$ cat config.mk
export PLATFORM = sky130hd
export DESIGN_NAME = tiled_array_offset_generator
export DESIGN_NICKNAME = d
export VERILOG_FILES = /design/src/rtl/taog_pkg.sv /design/src/rtl/taog_datapath.sv /design/src/rtl/taog_ctrl.sv /design/src/rtl/tiled_array_offset_generator.sv
export SDC_FILE = /design/constraint.sdc
export NUM_CORES = 2
export LEC_CHECK = 0
export BUFFER_PORTS_ARGS = -buffer_cell sky130_fd_sc_hd__buf_2
export CORE_ASPECT_RATIO = 1.1
export CORE_UTILIZATION = 58
export CTS_CLUSTER_DIAMETER = 30
export DETAILED_ROUTE_END_ITERATION = 16
export PLACE_DENSITY = 0.78
export SYNTH_ARGS = -nofsm -noshare
export SYNTH_HDL_FRONTEND = slang
export SYNTH_SLANG_ARGS = --single-unit
$ cat constraint.sdc
create_clock -name clk -period 10.3 [get_ports clk]
set_input_delay 0.515 -clock clk [delete_from_list [all_inputs] [get_ports clk]]
set_output_delay 0.515 -clock clk [all_outputs]
set_load 0.02 [all_outputs]
$ cat src/rtl/taog_pkg.sv
// Shared types and codes for the tiled array offset generator.
package taog_pkg;

  localparam logic [1:0] REQ_LOAD_BOTTOM = 2'd0;
  localparam logic [1:0] REQ_LOAD_TILE   = 2'd1;
  localparam logic [1:0] REQ_QUERY       = 2'd2;

  localparam logic [1:0] ST_OK        = 2'd0;
  localparam logic [1:0] ST_BAD_DIM   = 2'd1;
  localparam logic [1:0] ST_BAD_INDEX = 2'd2;
  localparam logic [1:0] ST_OVERFLOW  = 2'd3;

  localparam int CMD_DIM_W = 5;
  localparam int CMD_LVL_W = 4;

  localparam logic [4:0] OP_NONE        = 5'd0;
  localparam logic [4:0] OP_CAPTURE     = 5'd1;
  localparam logic [4:0] OP_WR_BL       = 5'd2;
  localparam logic [4:0] OP_WR_TC       = 5'd3;
  localparam logic [4:0] OP_RD_BL       = 5'd4;
  localparam logic [4:0] OP_RD_TC       = 5'd5;
  localparam logic [4:0] OP_DIV_INIT    = 5'd6;
  localparam logic [4:0] OP_DIV_STEP    = 5'd7;
  localparam logic [4:0] OP_FIN_POS     = 5'd8;
  localparam logic [4:0] OP_FIN_COORD   = 5'd9;
  localparam logic [4:0] OP_ACC_ES      = 5'd10;
  localparam logic [4:0] OP_ACC_TSIZE   = 5'd11;
  localparam logic [4:0] OP_TSIZE_ACC   = 5'd12;
  localparam logic [4:0] OP_MUL_RD      = 5'd13;
  localparam logic [4:0] OP_MUL_POS_OFF = 5'd14;
  localparam logic [4:0] OP_MUL_COORD   = 5'd15;
  localparam logic [4:0] OP_ADD_ACC     = 5'd16;

  typedef struct packed {
    logic [4:0]           op;
    logic [CMD_DIM_W-1:0] dim;
    logic [CMD_LVL_W-1:0] lvl;
    logic                 emit;
    logic                 final_q;
    logic [1:0]           code;
  } cmd_t;

  typedef struct packed {
    logic rd_zero;
    logic t_zero;
    logic div_last;
  } sts_t;

endpackage

$ cat src/rtl/taog_datapath.sv
// Datapath: length stores, shared divider, shared multiplier and result register.
module taog_datapath #(
  parameter int MAX_DIMS    = 8,
  parameter int MAX_LEVELS  = 4,
  parameter int OFFSET_BITS = 48
) (
  input  logic                   clk,
  input  logic                   rst,
  input  taog_pkg::cmd_t         cmd,
  output taog_pkg::sts_t         sts,
  input  logic [15:0]            element_size,
  input  logic [15:0]            length_value,
  input  logic [31:0]            coord_index,
  output logic                   done,
  output logic [OFFSET_BITS-1:0] offset,
  output logic [1:0]             status
);

  localparam int DIM_W    = (MAX_DIMS > 1) ? $clog2(MAX_DIMS) : 1;
  localparam int TC_DEPTH = MAX_DIMS * MAX_LEVELS;
  localparam int TC_AW    = (TC_DEPTH > 1) ? $clog2(TC_DEPTH) : 1;
  localparam int LVL_W    = (MAX_LEVELS > 1) ? $clog2(MAX_LEVELS) : 1;
  localparam int PW       = OFFSET_BITS + 16;

  logic [15:0] bl_mem [MAX_DIMS];
  logic [15:0] tc_mem [TC_DEPTH];
  logic [15:0] coords [MAX_LEVELS];

  logic [15:0] length_q;
  logic [15:0] rd;
  logic [31:0] t;
  logic [15:0] pos;
  logic [31:0] dq;
  logic [15:0] drem;
  logic [15:0] dden;
  logic [4:0]  dcnt;

  logic                   acc_o, off_o, tsize_o;
  logic [OFFSET_BITS-1:0] acc_v, off_v, tsize_v;

  logic [DIM_W-1:0] bl_addr;
  logic [7:0]       tc_lin;
  logic [TC_AW-1:0] tc_addr;
  logic [LVL_W-1:0] lvl_idx;

  logic [15:0]            mul_b;
  logic [PW-1:0]          prod;
  logic                   mul_zero, mul_o;
  logic [OFFSET_BITS-1:0] mul_v;
  logic [OFFSET_BITS:0]   sum;
  logic                   add_o;
  logic [OFFSET_BITS-1:0] add_v;
  logic [16:0]            rshift;
  logic                   ge;

  assign bl_addr = cmd.dim[DIM_W-1:0];
  assign tc_lin  = 8'(cmd.dim) * 8'(MAX_LEVELS) + 8'(cmd.lvl);
  assign tc_addr = tc_lin[TC_AW-1:0];
  assign lvl_idx = cmd.lvl[LVL_W-1:0];

  // One multiplier for every product; a zero operand wins over an overflowed one.
  always_comb begin
    case (cmd.op)
      taog_pkg::OP_MUL_COORD:   mul_b = coords[lvl_idx];
      taog_pkg::OP_MUL_POS_OFF: mul_b = pos;
      default:                  mul_b = rd;
    endcase
  end

  assign prod     = PW'(acc_v) * PW'(mul_b);
  assign mul_zero = (!acc_o && (acc_v == '0)) || (mul_b == 16'd0);
  assign mul_o    = !mul_zero && (acc_o || (|prod[PW-1:OFFSET_BITS]));
  assign mul_v    = (mul_zero || mul_o) ? '0 : prod[OFFSET_BITS-1:0];

  assign sum   = {1'b0, off_v} + {1'b0, acc_v};
  assign add_o = off_o || acc_o || sum[OFFSET_BITS];
  assign add_v = add_o ? '0 : sum[OFFSET_BITS-1:0];

  // Restoring divider, one quotient bit per step.
  assign rshift = {drem, dq[31]};
  assign ge     = (rshift >= {1'b0, dden});

  assign sts.rd_zero  = (rd == 16'd0);
  assign sts.t_zero   = (t == 32'd0);
  assign sts.div_last = (dcnt == 5'd31);

  always_ff @(posedge clk) begin
    case (cmd.op)
      taog_pkg::OP_CAPTURE: begin
        length_q <= length_value;
        t        <= coord_index;
      end
      taog_pkg::OP_WR_BL:  bl_mem[bl_addr] <= length_q;
      taog_pkg::OP_WR_TC:  tc_mem[tc_addr] <= length_q;
      taog_pkg::OP_RD_BL:  rd <= bl_mem[bl_addr];
      taog_pkg::OP_RD_TC:  rd <= tc_mem[tc_addr];
      taog_pkg::OP_DIV_INIT: begin
        dq   <= t;
        drem <= 16'd0;
        dden <= rd;
        dcnt <= 5'd0;
      end
      taog_pkg::OP_DIV_STEP: begin
        dq   <= {dq[30:0], ge};
        drem <= ge ? 16'(rshift - {1'b0, dden}) : rshift[15:0];
        dcnt <= dcnt + 5'd1;
      end
      taog_pkg::OP_FIN_POS: begin
        pos <= drem;
        t   <= dq;
      end
      taog_pkg::OP_FIN_COORD: begin
        coords[lvl_idx] <= drem;
        t               <= dq;
      end
      taog_pkg::OP_ACC_ES: begin
        acc_v <= OFFSET_BITS'(element_size);
        acc_o <= 1'b0;
      end
      taog_pkg::OP_ACC_TSIZE: begin
        acc_v <= tsize_v;
        acc_o <= tsize_o;
      end
      taog_pkg::OP_TSIZE_ACC: begin
        tsize_v <= acc_v;
        tsize_o <= acc_o;
      end
      taog_pkg::OP_MUL_RD, taog_pkg::OP_MUL_COORD: begin
        acc_v <= mul_v;
        acc_o <= mul_o;
      end
      taog_pkg::OP_MUL_POS_OFF: begin
        off_v <= mul_v;
        off_o <= mul_o;
      end
      taog_pkg::OP_ADD_ACC: begin
        off_v <= add_v;
        off_o <= add_o;
      end
      default: ;
    endcase
    if (cmd.emit) begin
      if (cmd.final_q) begin
        status <= off_o ? taog_pkg::ST_OVERFLOW : taog_pkg::ST_OK;
        offset <= off_o ? '0 : off_v;
      end else begin
        status <= cmd.code;
        offset <= '0;
      end
    end
  end

  always_ff @(posedge clk) begin
    if (rst) begin
      done <= 1'b0;
    end else begin
      done <= cmd.emit;
    end
  end

endmodule

$ cat src/rtl/taog_ctrl.sv
// Controller: sequences loads and the query's divisions and products.
module taog_ctrl #(
  parameter int MAX_DIMS   = 8,
  parameter int MAX_LEVELS = 4
) (
  input  logic           clk,
  input  logic           rst,
  input  logic           start,
  input  logic [1:0]     req_type,
  input  logic [2:0]     dim_index,
  input  logic [1:0]     level_index,
  input  logic [3:0]     num_dims,
  input  logic [2:0]     tile_levels,
  input  taog_pkg::sts_t sts,
  output taog_pkg::cmd_t cmd,
  output logic           busy
);

  localparam int KW = $clog2(MAX_DIMS + 1);
  localparam int LW = $clog2(MAX_LEVELS + 1);

  localparam logic [4:0] S_IDLE  = 5'd0;
  localparam logic [4:0] S_DISP  = 5'd1;
  localparam logic [4:0] S_BLCHK = 5'd2;
  localparam logic [4:0] S_DIV0  = 5'd3;
  localparam logic [4:0] S_POSF  = 5'd4;
  localparam logic [4:0] S_LVL   = 5'd5;
  localparam logic [4:0] S_LCHK  = 5'd6;
  localparam logic [4:0] S_DIVL  = 5'd7;
  localparam logic [4:0] S_LFIN  = 5'd8;
  localparam logic [4:0] S_TCHK  = 5'd9;
  localparam logic [4:0] S_STR   = 5'd10;
  localparam logic [4:0] S_STRM  = 5'd11;
  localparam logic [4:0] S_TS0   = 5'd12;
  localparam logic [4:0] S_TSI   = 5'd13;
  localparam logic [4:0] S_TSIM  = 5'd14;
  localparam logic [4:0] S_LV2   = 5'd15;
  localparam logic [4:0] S_BLK   = 5'd16;
  localparam logic [4:0] S_BLKM  = 5'd17;
  localparam logic [4:0] S_ADD   = 5'd18;
  localparam logic [4:0] S_TSL0  = 5'd19;
  localparam logic [4:0] S_TSL   = 5'd20;
  localparam logic [4:0] S_TSLM  = 5'd21;
  localparam logic [4:0] S_EMIT  = 5'd22;

  logic [4:0]    state, state_next;
  logic [KW-1:0] k, k_next;
  logic [LW-1:0] l, l_next;
  logic [1:0]    req_q;
  logic [2:0]    dim_q;
  logic [1:0]    lvl_q;

  logic [4:0]    nd_w;
  logic [KW-1:0] nd;
  logic [3:0]    nl_w;
  logic [LW-1:0] nl;
  logic          dim_in_use, dim_in_store, lvl_in_store;

  assign nd_w = (5'(num_dims) > 5'(MAX_DIMS)) ? 5'(MAX_DIMS) : 5'(num_dims);
  assign nd   = nd_w[KW-1:0];
  assign nl_w = (4'(tile_levels) > 4'(MAX_LEVELS)) ? 4'(MAX_LEVELS) : 4'(tile_levels);
  assign nl   = nl_w[LW-1:0];

  assign dim_in_use   = 5'(dim_q) < nd_w;
  assign dim_in_store = 5'(dim_q) < 5'(MAX_DIMS);
  assign lvl_in_store = 4'(lvl_q) < 4'(MAX_LEVELS);

  assign busy = (state != S_IDLE);

  always_comb begin
    state_next = state;
    k_next     = k;
    l_next     = l;
    cmd        = '0;
    case (state)
      S_IDLE: begin
        if (start) begin
          cmd.op     = taog_pkg::OP_CAPTURE;
          state_next = S_DISP;
        end
      end
      S_DISP: begin
        cmd.dim = taog_pkg::CMD_DIM_W'(dim_q);
        cmd.lvl = taog_pkg::CMD_LVL_W'(lvl_q);
        case (req_q)
          taog_pkg::REQ_LOAD_BOTTOM: begin
            if (dim_in_store) cmd.op = taog_pkg::OP_WR_BL;
            cmd.emit   = 1'b1;
            state_next = S_IDLE;
          end
          taog_pkg::REQ_LOAD_TILE: begin
            if (dim_in_store && lvl_in_store) cmd.op = taog_pkg::OP_WR_TC;
            cmd.emit   = 1'b1;
            state_next = S_IDLE;
          end
          taog_pkg::REQ_QUERY: begin
            if (!dim_in_use) begin
              cmd.emit   = 1'b1;
              cmd.code   = taog_pkg::ST_BAD_DIM;
              state_next = S_IDLE;
            end else begin
              cmd.op     = taog_pkg::OP_RD_BL;
              state_next = S_BLCHK;
            end
          end
          default: begin
            cmd.emit   = 1'b1;
            state_next = S_IDLE;
          end
        endcase
      end
      S_BLCHK: begin
        if (sts.rd_zero) begin
          cmd.emit   = 1'b1;
          cmd.code   = taog_pkg::ST_BAD_INDEX;
          state_next = S_IDLE;
        end else begin
          cmd.op     = taog_pkg::OP_DIV_INIT;
          state_next = S_DIV0;
        end
      end
      S_DIV0: begin
        cmd.op = taog_pkg::OP_DIV_STEP;
        if (sts.div_last) state_next = S_POSF;
      end
      S_POSF: begin
        cmd.op     = taog_pkg::OP_FIN_POS;
        l_next     = nl;
        state_next = S_LVL;
      end
      // Tile coordinates come out deepest level first.
      S_LVL: begin
        if (l == '0) begin
          state_next = S_TCHK;
        end else begin
          cmd.op     = taog_pkg::OP_RD_TC;
          cmd.dim    = taog_pkg::CMD_DIM_W'(dim_q);
          cmd.lvl    = taog_pkg::CMD_LVL_W'(l - LW'(1));
          l_next     = l - LW'(1);
          state_next = S_LCHK;
        end
      end
      S_LCHK: begin
        if (sts.rd_zero) begin
          cmd.emit   = 1'b1;
          cmd.code   = taog_pkg::ST_BAD_INDEX;
          state_next = S_IDLE;
        end else begin
          cmd.op     = taog_pkg::OP_DIV_INIT;
          state_next = S_DIVL;
        end
      end
      S_DIVL: begin
        cmd.op = taog_pkg::OP_DIV_STEP;
        if (sts.div_last) state_next = S_LFIN;
      end
      S_LFIN: begin
        cmd.op     = taog_pkg::OP_FIN_COORD;
        cmd.lvl    = taog_pkg::CMD_LVL_W'(l);
        state_next = S_LVL;
      end
      S_TCHK: begin
        if (!sts.t_zero) begin
          cmd.emit   = 1'b1;
          cmd.code   = taog_pkg::ST_BAD_INDEX;
          state_next = S_IDLE;
        end else begin
          cmd.op     = taog_pkg::OP_ACC_ES;
          k_next     = KW'(dim_q) + KW'(1);
          state_next = S_STR;
        end
      end
      S_STR: begin
        if (k >= nd) begin
          cmd.op     = taog_pkg::OP_MUL_POS_OFF;
          state_next = (nl == '0) ? S_EMIT : S_TS0;
        end else begin
          cmd.op     = taog_pkg::OP_RD_BL;
          cmd.dim    = taog_pkg::CMD_DIM_W'(k);
          state_next = S_STRM;
        end
      end
      S_STRM: begin
        cmd.op     = taog_pkg::OP_MUL_RD;
        k_next     = k + KW'(1);
        state_next = S_STR;
      end
      S_TS0: begin
        cmd.op     = taog_pkg::OP_ACC_ES;
        k_next     = '0;
        state_next = S_TSI;
      end
      S_TSI: begin
        if (k >= nd) begin
          cmd.op     = taog_pkg::OP_TSIZE_ACC;
          l_next     = nl;
          state_next = S_LV2;
        end else begin
          cmd.op     = taog_pkg::OP_RD_BL;
          cmd.dim    = taog_pkg::CMD_DIM_W'(k);
          state_next = S_TSIM;
        end
      end
      S_TSIM: begin
        cmd.op     = taog_pkg::OP_MUL_RD;
        k_next     = k + KW'(1);
        state_next = S_TSI;
      end
      S_LV2: begin
        if (l == '0) begin
          state_next = S_EMIT;
        end else begin
          cmd.op     = taog_pkg::OP_ACC_TSIZE;
          l_next     = l - LW'(1);
          k_next     = KW'(dim_q) + KW'(1);
          state_next = S_BLK;
        end
      end
      S_BLK: begin
        cmd.lvl = taog_pkg::CMD_LVL_W'(l);
        if (k >= nd) begin
          cmd.op     = taog_pkg::OP_MUL_COORD;
          state_next = S_ADD;
        end else begin
          cmd.op     = taog_pkg::OP_RD_TC;
          cmd.dim    = taog_pkg::CMD_DIM_W'(k);
          state_next = S_BLKM;
        end
      end
      S_BLKM: begin
        cmd.op     = taog_pkg::OP_MUL_RD;
        k_next     = k + KW'(1);
        state_next = S_BLK;
      end
      S_ADD: begin
        cmd.op     = taog_pkg::OP_ADD_ACC;
        k_next     = '0;
        state_next = S_TSL0;
      end
      S_TSL0: begin
        cmd.op     = taog_pkg::OP_ACC_TSIZE;
        state_next = S_TSL;
      end
      S_TSL: begin
        if (k >= nd) begin
          cmd.op     = taog_pkg::OP_TSIZE_ACC;
          state_next = S_LV2;
        end else begin
          cmd.op     = taog_pkg::OP_RD_TC;
          cmd.dim    = taog_pkg::CMD_DIM_W'(k);
          cmd.lvl    = taog_pkg::CMD_LVL_W'(l);
          state_next = S_TSLM;
        end
      end
      S_TSLM: begin
        cmd.op     = taog_pkg::OP_MUL_RD;
        k_next     = k + KW'(1);
        state_next = S_TSL;
      end
      S_EMIT: begin
        cmd.emit    = 1'b1;
        cmd.final_q = 1'b1;
        state_next  = S_IDLE;
      end
      default: state_next = S_IDLE;
    endcase
  end

  always_ff @(posedge clk) begin
    if (rst) begin
      state <= S_IDLE;
      k     <= '0;
      l     <= '0;
    end else begin
      state <= state_next;
      k     <= k_next;
      l     <= l_next;
    end
  end

  always_ff @(posedge clk) begin
    if (state == S_IDLE && start) begin
      req_q <= req_type;
      dim_q <= dim_index;
      lvl_q <= level_index;
    end
  end

endmodule

$ cat src/rtl/tiled_array_offset_generator.sv
// Top level of the tiled array offset generator: register port, controller, datapath.
//
// Items enter on start while busy is low: a load of a bottom length, a load of
// a tile count, or an offset query along one dimension. Every accepted item
// gives exactly one result beat: done is high for one cycle with offset and
// status; the receiver cannot stall, so it must take the beat in that cycle.
// Loads pass through the idle capture and the dispatch state before done, as does
// a query on a dimension not in use. A query divides the index by the bottom length
// on a shared restoring divider, then by one tile count per level, then forms
// strides and block sizes on one shared multiplier, with a memory read before each
// product by a stored length. One item is in flight at a time; busy drops as done
// rises. Registers element_size, num_dims and the tiling level count sit on the
// APB-style port at byte addresses 0, 4 and 8; the user must write them only
// while busy is low, and the block itself does not enforce this. Reset restores
// element_size 1, num_dims 1, no tiling levels and clears the controller; the
// length stores hold nothing valid until loaded.
module tiled_array_offset_generator #(
  parameter int MAX_DIMS    = 8,
  parameter int MAX_LEVELS  = 4,
  parameter int OFFSET_BITS = 48
) (
  input  logic                   clk,
  input  logic                   rst,
  input  logic                   start,
  output logic                   busy,
  input  logic [1:0]             req_type,
  input  logic [2:0]             dim_index,
  input  logic [1:0]             level_index,
  input  logic [15:0]            length_value,
  input  logic [31:0]            coord_index,
  output logic                   done,
  output logic [OFFSET_BITS-1:0] offset,
  output logic [1:0]             status,
  input  logic                   psel,
  input  logic                   penable,
  input  logic                   pwrite,
  input  logic [3:0]             paddr,
  input  logic [31:0]            pwdata,
  output logic [31:0]            prdata,
  output logic                   pready
);

  localparam logic [1:0] REG_ELEMENT_SIZE = 2'd0;
  localparam logic [1:0] REG_NUM_DIMS     = 2'd1;
  localparam logic [1:0] REG_TILE_LEVELS  = 2'd2;

  logic [15:0] element_size;
  logic [3:0]  num_dims;
  logic [2:0]  tile_levels;
  logic        cfg_wr;

  taog_pkg::cmd_t cmd;
  taog_pkg::sts_t sts;

  assign pready = 1'b1;
  assign cfg_wr = psel && penable && pwrite && pready;

  always_ff @(posedge clk) begin
    if (rst) begin
      element_size <= 16'd1;
      num_dims     <= 4'd1;
      tile_levels  <= 3'd0;
    end else if (cfg_wr) begin
      case (paddr[3:2])
        REG_ELEMENT_SIZE: element_size <= pwdata[15:0];
        REG_NUM_DIMS:     num_dims     <= pwdata[3:0];
        REG_TILE_LEVELS:  tile_levels  <= pwdata[2:0];
        default: ;
      endcase
    end
  end

  always_comb begin
    case (paddr[3:2])
      REG_ELEMENT_SIZE: prdata = 32'(element_size);
      REG_NUM_DIMS:     prdata = 32'(num_dims);
      REG_TILE_LEVELS:  prdata = 32'(tile_levels);
      default:          prdata = 32'd0;
    endcase
  end

  taog_ctrl #(
    .MAX_DIMS   (MAX_DIMS),
    .MAX_LEVELS (MAX_LEVELS)
  ) u_ctrl (
    .clk         (clk),
    .rst         (rst),
    .start       (start),
    .req_type    (req_type),
    .dim_index   (dim_index),
    .level_index (level_index),
    .num_dims    (num_dims),
    .tile_levels (tile_levels),
    .sts         (sts),
    .cmd         (cmd),
    .busy        (busy)
  );

  taog_datapath #(
    .MAX_DIMS    (MAX_DIMS),
    .MAX_LEVELS  (MAX_LEVELS),
    .OFFSET_BITS (OFFSET_BITS)
  ) u_dp (
    .clk          (clk),
    .rst          (rst),
    .cmd          (cmd),
    .sts          (sts),
    .element_size (element_size),
    .length_value (length_value),
    .coord_index  (coord_index),
    .done         (done),
    .offset       (offset),
    .status       (status)
  );

  // A result beat only follows a cycle of work on an item.
  a_done_after_busy: assert property (@(posedge clk) disable iff (rst)
    done |-> $past(busy))
    else $error("result beat without an item in flight");

  a_busy_after_accept: assert property (@(posedge clk) disable iff (rst)
    (start && !busy) |=> (busy || done))
    else $error("accepted item dropped");

  a_error_zero_offset: assert property (@(posedge clk) disable iff (rst)
    (done && status != taog_pkg::ST_OK) |-> (offset == '0))
    else $error("nonzero offset on an error beat");

endmodule

# Yosys cells after proc, flatten, opt, wreduce, memory -nomap -nowiden
# Memories as Yosys holds them, arrays and structs flattened.
# Index checks and enable logic that the tools add are counted.
totals:
  elab_cells: 215
  ff_bits: 389
  n_memories: 3
  ramBits: 704
memory_table:
  columns: ["name", "depth", "word_bits", "rd", "rd_ports_with_merged_regs", "write_ports", "line_no", "source"]
  rows:
  - ["u_dp.tc_mem", 32, 16, 1, 0, 1, "taog_datapath.sv:26", "logic [15:0] tc_mem [TC_DEPTH];"]
  - ["u_dp.bl_mem", 8, 16, 1, 0, 1, "taog_datapath.sv:25", "logic [15:0] bl_mem [MAX_DIMS];"]
  - ["u_dp.coords", 4, 16, 1, 0, 1, "taog_datapath.sv:27", "logic [15:0] coords [MAX_LEVELS];"]
op_classes:
  mux: 72
  n_reduce_logical: 49
  addsub: 8
  bitwise: 1
  magnitude_cmp: 5
  n_eq_ne: 50
  mul: 1
op_table:
  columns: ["op", "count"]
  rows:
  - ["$pmux W48 S3", 1]
  - ["$pmux W32 S2", 2]
  - ["$mux W48", 2]
  - ["$pmux W16 S2", 3]
  - ["$pmux W48 S2", 1]
  - ["$pmux W5 S19", 1]
  - ["$pmux W5 S17", 1]
  - ["$eq A5 B4 Y1 const B", 16]
  - ["$mul A48 B16 Y64", 1]
  - ["$add A48 B48 Y49", 1]
  - ["$logic_not A48 Y1", 1]
  - ["$pmux W16 S3", 1]
  - ["$eq A5 B5 Y1 const B", 9]
  - ["$eq A5 B3 Y1 const B", 8]
  - ["$mux W4", 10]
  - ["$logic_not A16 Y1", 2]
  - ["$logic_not A32 Y1", 1]
  - ["$pmux W4 S4", 2]
  - ["$mux W5", 6]
  - ["$mux W3", 8]
  - ["$reduce_or A2 Y1", 11]
  - ["$eq A5 B2 Y1 const B", 4]
  - ["$mux W2", 9]
  - ["$ge A17 B16 Y1", 1]
  - ["44 further kinds", 84]

# Logic depth before layout (Yosys ltp)
depth:
  depth_word: 15
  depth_mapped: 43
  depth_no_buf: 36

# By module
# Synthesis repeated with hierarchy kept, for this count alone.
unflattened:
  cells_unflattened: 5860
  area_unflattened_um2: 71670.0
modules_own_cells:
  columns: ["module", "area_each_um2", "cells_each", "seq_area_each_um2", "instances"]
  rows:
  - ["taog_datapath", 68244.2, 5449, 31550.3, 1]
  - ["taog_ctrl", 2099.5, 268, 450.4, 1]
  - ["tiled_array_offset_generator", 1326.3, 143, 460.4, 1]

# Worst setup path before layout
# OpenSTA, ideal clock, no wires.
synth_timing:
  kind: "reg2reg"
  start: "register num_dims[0]"
  end: "register u_dp.off_v[4], data pin"
  n_path_buf: 9
  slack_ns: 0.721
  arrival_ns: 9.402
  stages_incl_launch_ff: 43
  required_ns: 10.123
  path_cell_list: "dfxtp_1 > nor2b_1 > ha_1 > nand2b_1 > a2111oi_2 > or2_1 > buf_2 > a31oi_4 > buf_6 > buf_4 > buf_1 > mux2i_1 > o21ai_0 > clkbuf_1 > clkbuf_1 > nand2_1 > fa_1 > inv_1 > [7 not listed] > fa_1 > inv_1 > ha_1 > clkbuf_1 > nand2_1 > o21ai_0 > nor2_1 > nor2_1 > o311ai_1 > a31o_2 > a2111oi_0 > o21ai_0 > a2111o_1 > nor4_2 > buf_4 > nand3_4 > buf_6 > o32ai_1"
synth_between:
  elab_chain_len: 15
  word_cells_on_any_way: 28
synth_rtl:
  columns: ["element", "line_no", "source"]
  rows:
  - ["from (decl)", "tiled_array_offset_generator.sv:48", "logic [3:0] num_dims;"]
  - ["from (signal assigned)", "tiled_array_offset_generator.sv:66", "REG_NUM_DIMS: num_dims <= pwdata[3:0];"]
  - ["$gt A4 B4 Y1", "taog_ctrl.sv:59", "assign nd_w = (5'(num_dims) > 5'(MAX_DIMS)) ? 5'(MAX_DIMS) : 5'(num_dims);"]
  - ["$mux W4 (*)", "taog_ctrl.sv:59", null]
  - ["$lt A3 B5 Y1", "taog_ctrl.sv:64", "assign dim_in_use = 5'(dim_q) < nd_w;"]
  - ["$mux W3", "taog_ctrl.sv:97", "if (!dim_in_use) begin"]
  - ["$pmux W5 S3", "taog_ctrl.sv:85", "case (req_q)"]
  - ["$pmux W5 S17", "taog_ctrl.sv:75", "case (state)"]
  - ["$eq A5 B4 Y1 (on tied branches)", "taog_datapath.sv:63, taog_datapath.sv:88", null]
  - ["$pmux W16 S2", "taog_datapath.sv:63", "case (cmd.op)"]
  - ["$mul A48 B16 Y64 / $logic_not A16 Y1 (equally long branches)", "taog_datapath.sv:70, taog_datapath.sv:71", null]
  - ["$reduce_or A16 Y1 / $logic_or A1 B1 Y1 (equally long branches)", "taog_datapath.sv:72, taog_datapath.sv:71", null]
  - ["$logic_or A1 B1 Y1 / $logic_not A1 Y1 (equally long branches)", "taog_datapath.sv:72", "assign mul_o = !mul_zero && (acc_o || (|prod[PW-1:OFFSET_BITS]));"]
  - ["$logic_and A1 B1 Y1", "taog_datapath.sv:72", null]
  - ["$logic_or A1 B1 Y1", "taog_datapath.sv:73", "assign mul_v = (mul_zero || mul_o) ? '0 : prod[OFFSET_BITS-1:0];"]
  - ["$mux W48", "taog_datapath.sv:73", null]
  - ["$pmux W48 S2 (*)", "taog_datapath.sv:88", "case (cmd.op)"]
  - ["to (signal assigned)", "taog_datapath.sv:133", "off_v <= mul_v;"]
  - ["to (signal assigned)", "taog_datapath.sv:137", "off_v <= add_v;"]
  - ["to (decl)", "taog_datapath.sv:39", "logic [OFFSET_BITS-1:0] acc_v, off_v, tsize_v;"]
# Every way passes the cells marked *; elsewhere a longest branch is shown, timed or not.
# A chain may end at the register's enable or synchronous reset.

# Worst setup path in the final report
layout_timing:
  start: "register num_dims[3]"
  end: "register u_dp.off_v[32], data pin"
# The elaborated chain is that of the path after synthesis.

==> impl_metrics.env <==
export IMPL_synth_distinct_cells=90
export IMPL_fin_area_um2=84400
export IMPL_wl_mm=206
export IMPL_die_h_um=371
export IMPL_drt_first_pass_iters=7
export IMPL_rrSetupSlack_ps=210
export IMPL_syn_avg_cell_area_um2=11.0
export IMPL_place_area_um2=76500
export IMPL_ff2ff_path_depth=41
export IMPL_avgViaCountPerCell=6.10
export IMPL_wire_per_inst_um=23.6
export IMPL_maxCapViolCount=0
export IMPL_gp_congestion=0.990
export IMPL_min_period_ps=10090
export IMPL_required_ps=10910
export IMPL_clockBufferDepth=3
export IMPL_slowest_delay_ps=540
export IMPL_critPathSlowestCell="fa_1"
export IMPL_whs_path_depth=3
export IMPL_clock_latency_ps=840
export IMPL_synth_ff_latch_count=1093
export IMPL_layout_drive_gt1_share_pct=14.7
export IMPL_finalPower_uw=23400
export IMPL_clk_pin_slew_ps=60
export IMPL_nets=7838
export IMPL_synth_edf_count=1057
export IMPL_tightest_slew_ps=1300
export IMPL_vdd_ir_drop_max_mv=0.414
export IMPL_die_area_um2=125000
export IMPL_hp_class="input port to flop"
export IMPL_hpwlAfterDp_mm=139
export IMPL_antenna_left=0
export IMPL_maxSlewHeadroom_pct=13.7
export IMPL_setup_viol=0
export IMPL_grt_pass1_vias=55300
export IMPL_critical_path_max_fanout=20
export IMPL_chipWidth_um=338
export IMPL_grt_overflow=0
export IMPL_area_growth_pct=17.3
export IMPL_async_reset_ff_share_pct=0
export IMPL_first_iter_violations=5409
export IMPL_instances_no_fill=8698
export IMPL_yosys_warnings=0
export IMPL_syn_inst=6523
export IMPL_ys_flop_type="edfxtp_1"
export IMPL_dp_cells=8272
export IMPL_status="finished clean"
export IMPL_min_from="coord_index[31]"
export IMPL_whs_ps=19.1
export IMPL_power_leakage_uw=0.0345
export IMPL_track_usage_pct=33.2
export IMPL_grt_antenna_before_repair=6
export IMPL_cts_sinks=1093
export IMPL_min_to="u_dp.t[31]"
export IMPL_rows=135
export IMPL_port_buffers=146
export IMPL_synth_area_um2=71900
export IMPL_core_um2=123000
export IMPL_grt_pass1_wl_mm=314
export IMPL_cts_tree="yes"
export IMPL_io_pins=182
export IMPL_critPathArrivalTime_ps=10700
export IMPL_powerDensity_nw_per_um2=277
export IMPL_start_util_pct=58.4
export IMPL_layout_common_cells="nand2_1 (1123), edfxtp_1 (1057), inv_1 (761)"
export IMPL_cp_end_kind="flop"
export IMPL_post_route_period_util_pct=98.0
export IMPL_grt_max_degree=203
export IMPL_crit_type="flop to flop"
export IMPL_cts_max_level=4
export IMPL_clock_skew_ps=84.5
export IMPL_fmax_mhz=99.1
export IMPL_finalHoldViolCount=0
export IMPL_r2r_start="num_dims[3]"
export IMPL_critPathLaunchType="flop"
export IMPL_timing_rr_end="u_dp.off_v[32]"
export IMPL_crit_top_cell="buf_4"
export IMPL_numCtsBuffers=192
export IMPL_layout_commonest_cell="nand2_1"
export IMPL_cts_root_buffer="clkbuf_16"
export IMPL_drc=0
export IMPL_slew_viol_final=0
export IMPL_vias=53100
export IMPL_synth_seq_area_share_pct=45.1
## layout make-up
class,count,area (um^2)
diodes,1,2.50
clock buffers,202,4840
clock inverters,161,2060
fillers,8362,38700
inverters,763,2860
multi-input cells,4298,35900
flip-flops and latches,1093,32500
well taps,1644,2060
repair buffers,536,4150
## through the flow
stage / setup slack (ps) / util, % / TNS (ps)
6_report: 207 / 68.5 / 0
3_5_place_dp: -126 / 62.1 / -2170
4_1_cts: 7.24 / 68.1 / 0
2_1_floorplan: 721 / - / 0
3_3_place_gp: -5.20 / 62.1 / -5.20
5_1_grt: -103 / 68.5 / -2670
## cell families (layout without fill, tap and decap cells)
kind of cell	after synthesis	after routing	share of synthesized area [%]
mux	164	164	2.59
buf+inv	1147	1662	6.21
flops	1093	1093	45.1
xor+xnor	116	116	1.41
simple gates	2277	2277	14.8
fa+ha+maj	857	857	21.6
other cells	2	18	0.0104
compound gates	867	867	8.19
## power breakdown
group          internal, uW  switching (uW)  total [uW]  leakage, uW
logic                  4720            7080       11800       0.0214
clock network          4170            2470        6640      0.00327
registers              4940            41.9        4980      0.00980
total                 13800            9590       23400       0.0345
## worst max-delay path, delay by kind of cell, from the launching register on
family / cells / cell delay [ps]
buf+inv: 14 / 1860
compound gates: 10 / 2190
fa+ha+maj: 8 / 3230
simple gates: 9 / 2110
flops: 1 / 370
## flip-flops by register name, summed over array words and instances, names as in the netlist, 5 cells and up
name           flops
u_dp.off_v        48
u_dp.rd           16
element_size      16
u_dp.dcnt          5
u_dp.offset       48
u_ctrl.state       5
u_dp.length_q     16
u_dp.acc_v        48
u_dp.coords       64
u_dp.drem         16
u_dp.dden         16
u_dp.dq           32
u_dp.pos          16
u_dp.tc_mem      512
u_dp.t            32
u_dp.tsize_v      48
u_dp.bl_mem      128
## worst max path at each step
stage	start	to	slack, ps	cells after the start
after detailed placement	num_dims[2]	u_dp.acc_o	-130	37
after global routing	num_dims[0]	u_dp.off_v[39]	-100	39
after CTS	num_dims[0]	u_dp.acc_o	7	37
after floorplan	num_dims[0]	u_dp.off_v[4]	720	42
final	num_dims[3]	u_dp.off_v[32]	210	41
after global placement	num_dims[0]	u_dp.acc_o	-5	38
## per-layer routing
| metal | global-route usage [%] | up-vias | wire length [um] |
|---|---|---|---|
| li1 | - | 22900 | - |
| met1 | 39.8 | 26400 | 72400 |
| met2 | 54.9 | 3131 | 99900 |
| met3 | 7.61 | 662 | 20800 |
| met4 | 19.7 | 4 | 12500 |
| met5 | 0 | - | 22 |
## repair_timing
action / in CTS / in global routing
setup buffers: 1 / 9
hold endpoints to repair: 56 / 0
cloned: 0 / 1
hold buffers: 51 / 0
endpoints found under the setup margin: 75 / 98
pin swaps: 1 / 25
resized for setup: 4 / 92
## Yosys cell counts, types with 20 or more instances
| library cell | instances | area (um^2) |
|---|---|---|
| nand2_1 | 1127 | 4230 |
| edfxtp_1 | 1057 | 31700 |
| inv_1 | 763 | 2860 |
| fa_1 | 645 | 12900 |
| and2_1 | 308 | 1930 |
| clkbuf_1 | 297 | 1110 |
| nor2_1 | 226 | 848 |
| ha_1 | 212 | 2650 |
| a21oi_1 | 208 | 1040 |
| nand3_1 | 156 | 781 |
| o21ai_0 | 137 | 686 |
| nor2b_1 | 115 | 719 |
| mux2i_1 | 112 | 1120 |
| a22oi_1 | 77 | 578 |
| nand4_1 | 77 | 482 |
| and3_1 | 76 | 475 |
| xnor2_1 | 75 | 657 |
| nor3_1 | 56 | 280 |
| a21o_1 | 53 | 398 |
| a31oi_1 | 50 | 313 |
| xor2_1 | 41 | 359 |
| nor4_1 | 40 | 250 |
| a311oi_1 | 38 | 333 |
| mux2_2 | 38 | 428 |
| nand2b_1 | 37 | 231 |
| dfxtp_1 | 36 | 721 |
| a22o_1 | 34 | 298 |
| buf_2 | 31 | 155 |
| o22ai_1 | 30 | 188 |
| buf_1 | 29 | 109 |
| o21a_1 | 28 | 210 |
| o21bai_1 | 28 | 210 |
| a211oi_1 | 26 | 195 |
| buf_4 | 20 | 150 |
No activity file was read; power rests on OpenSTA's default activity.
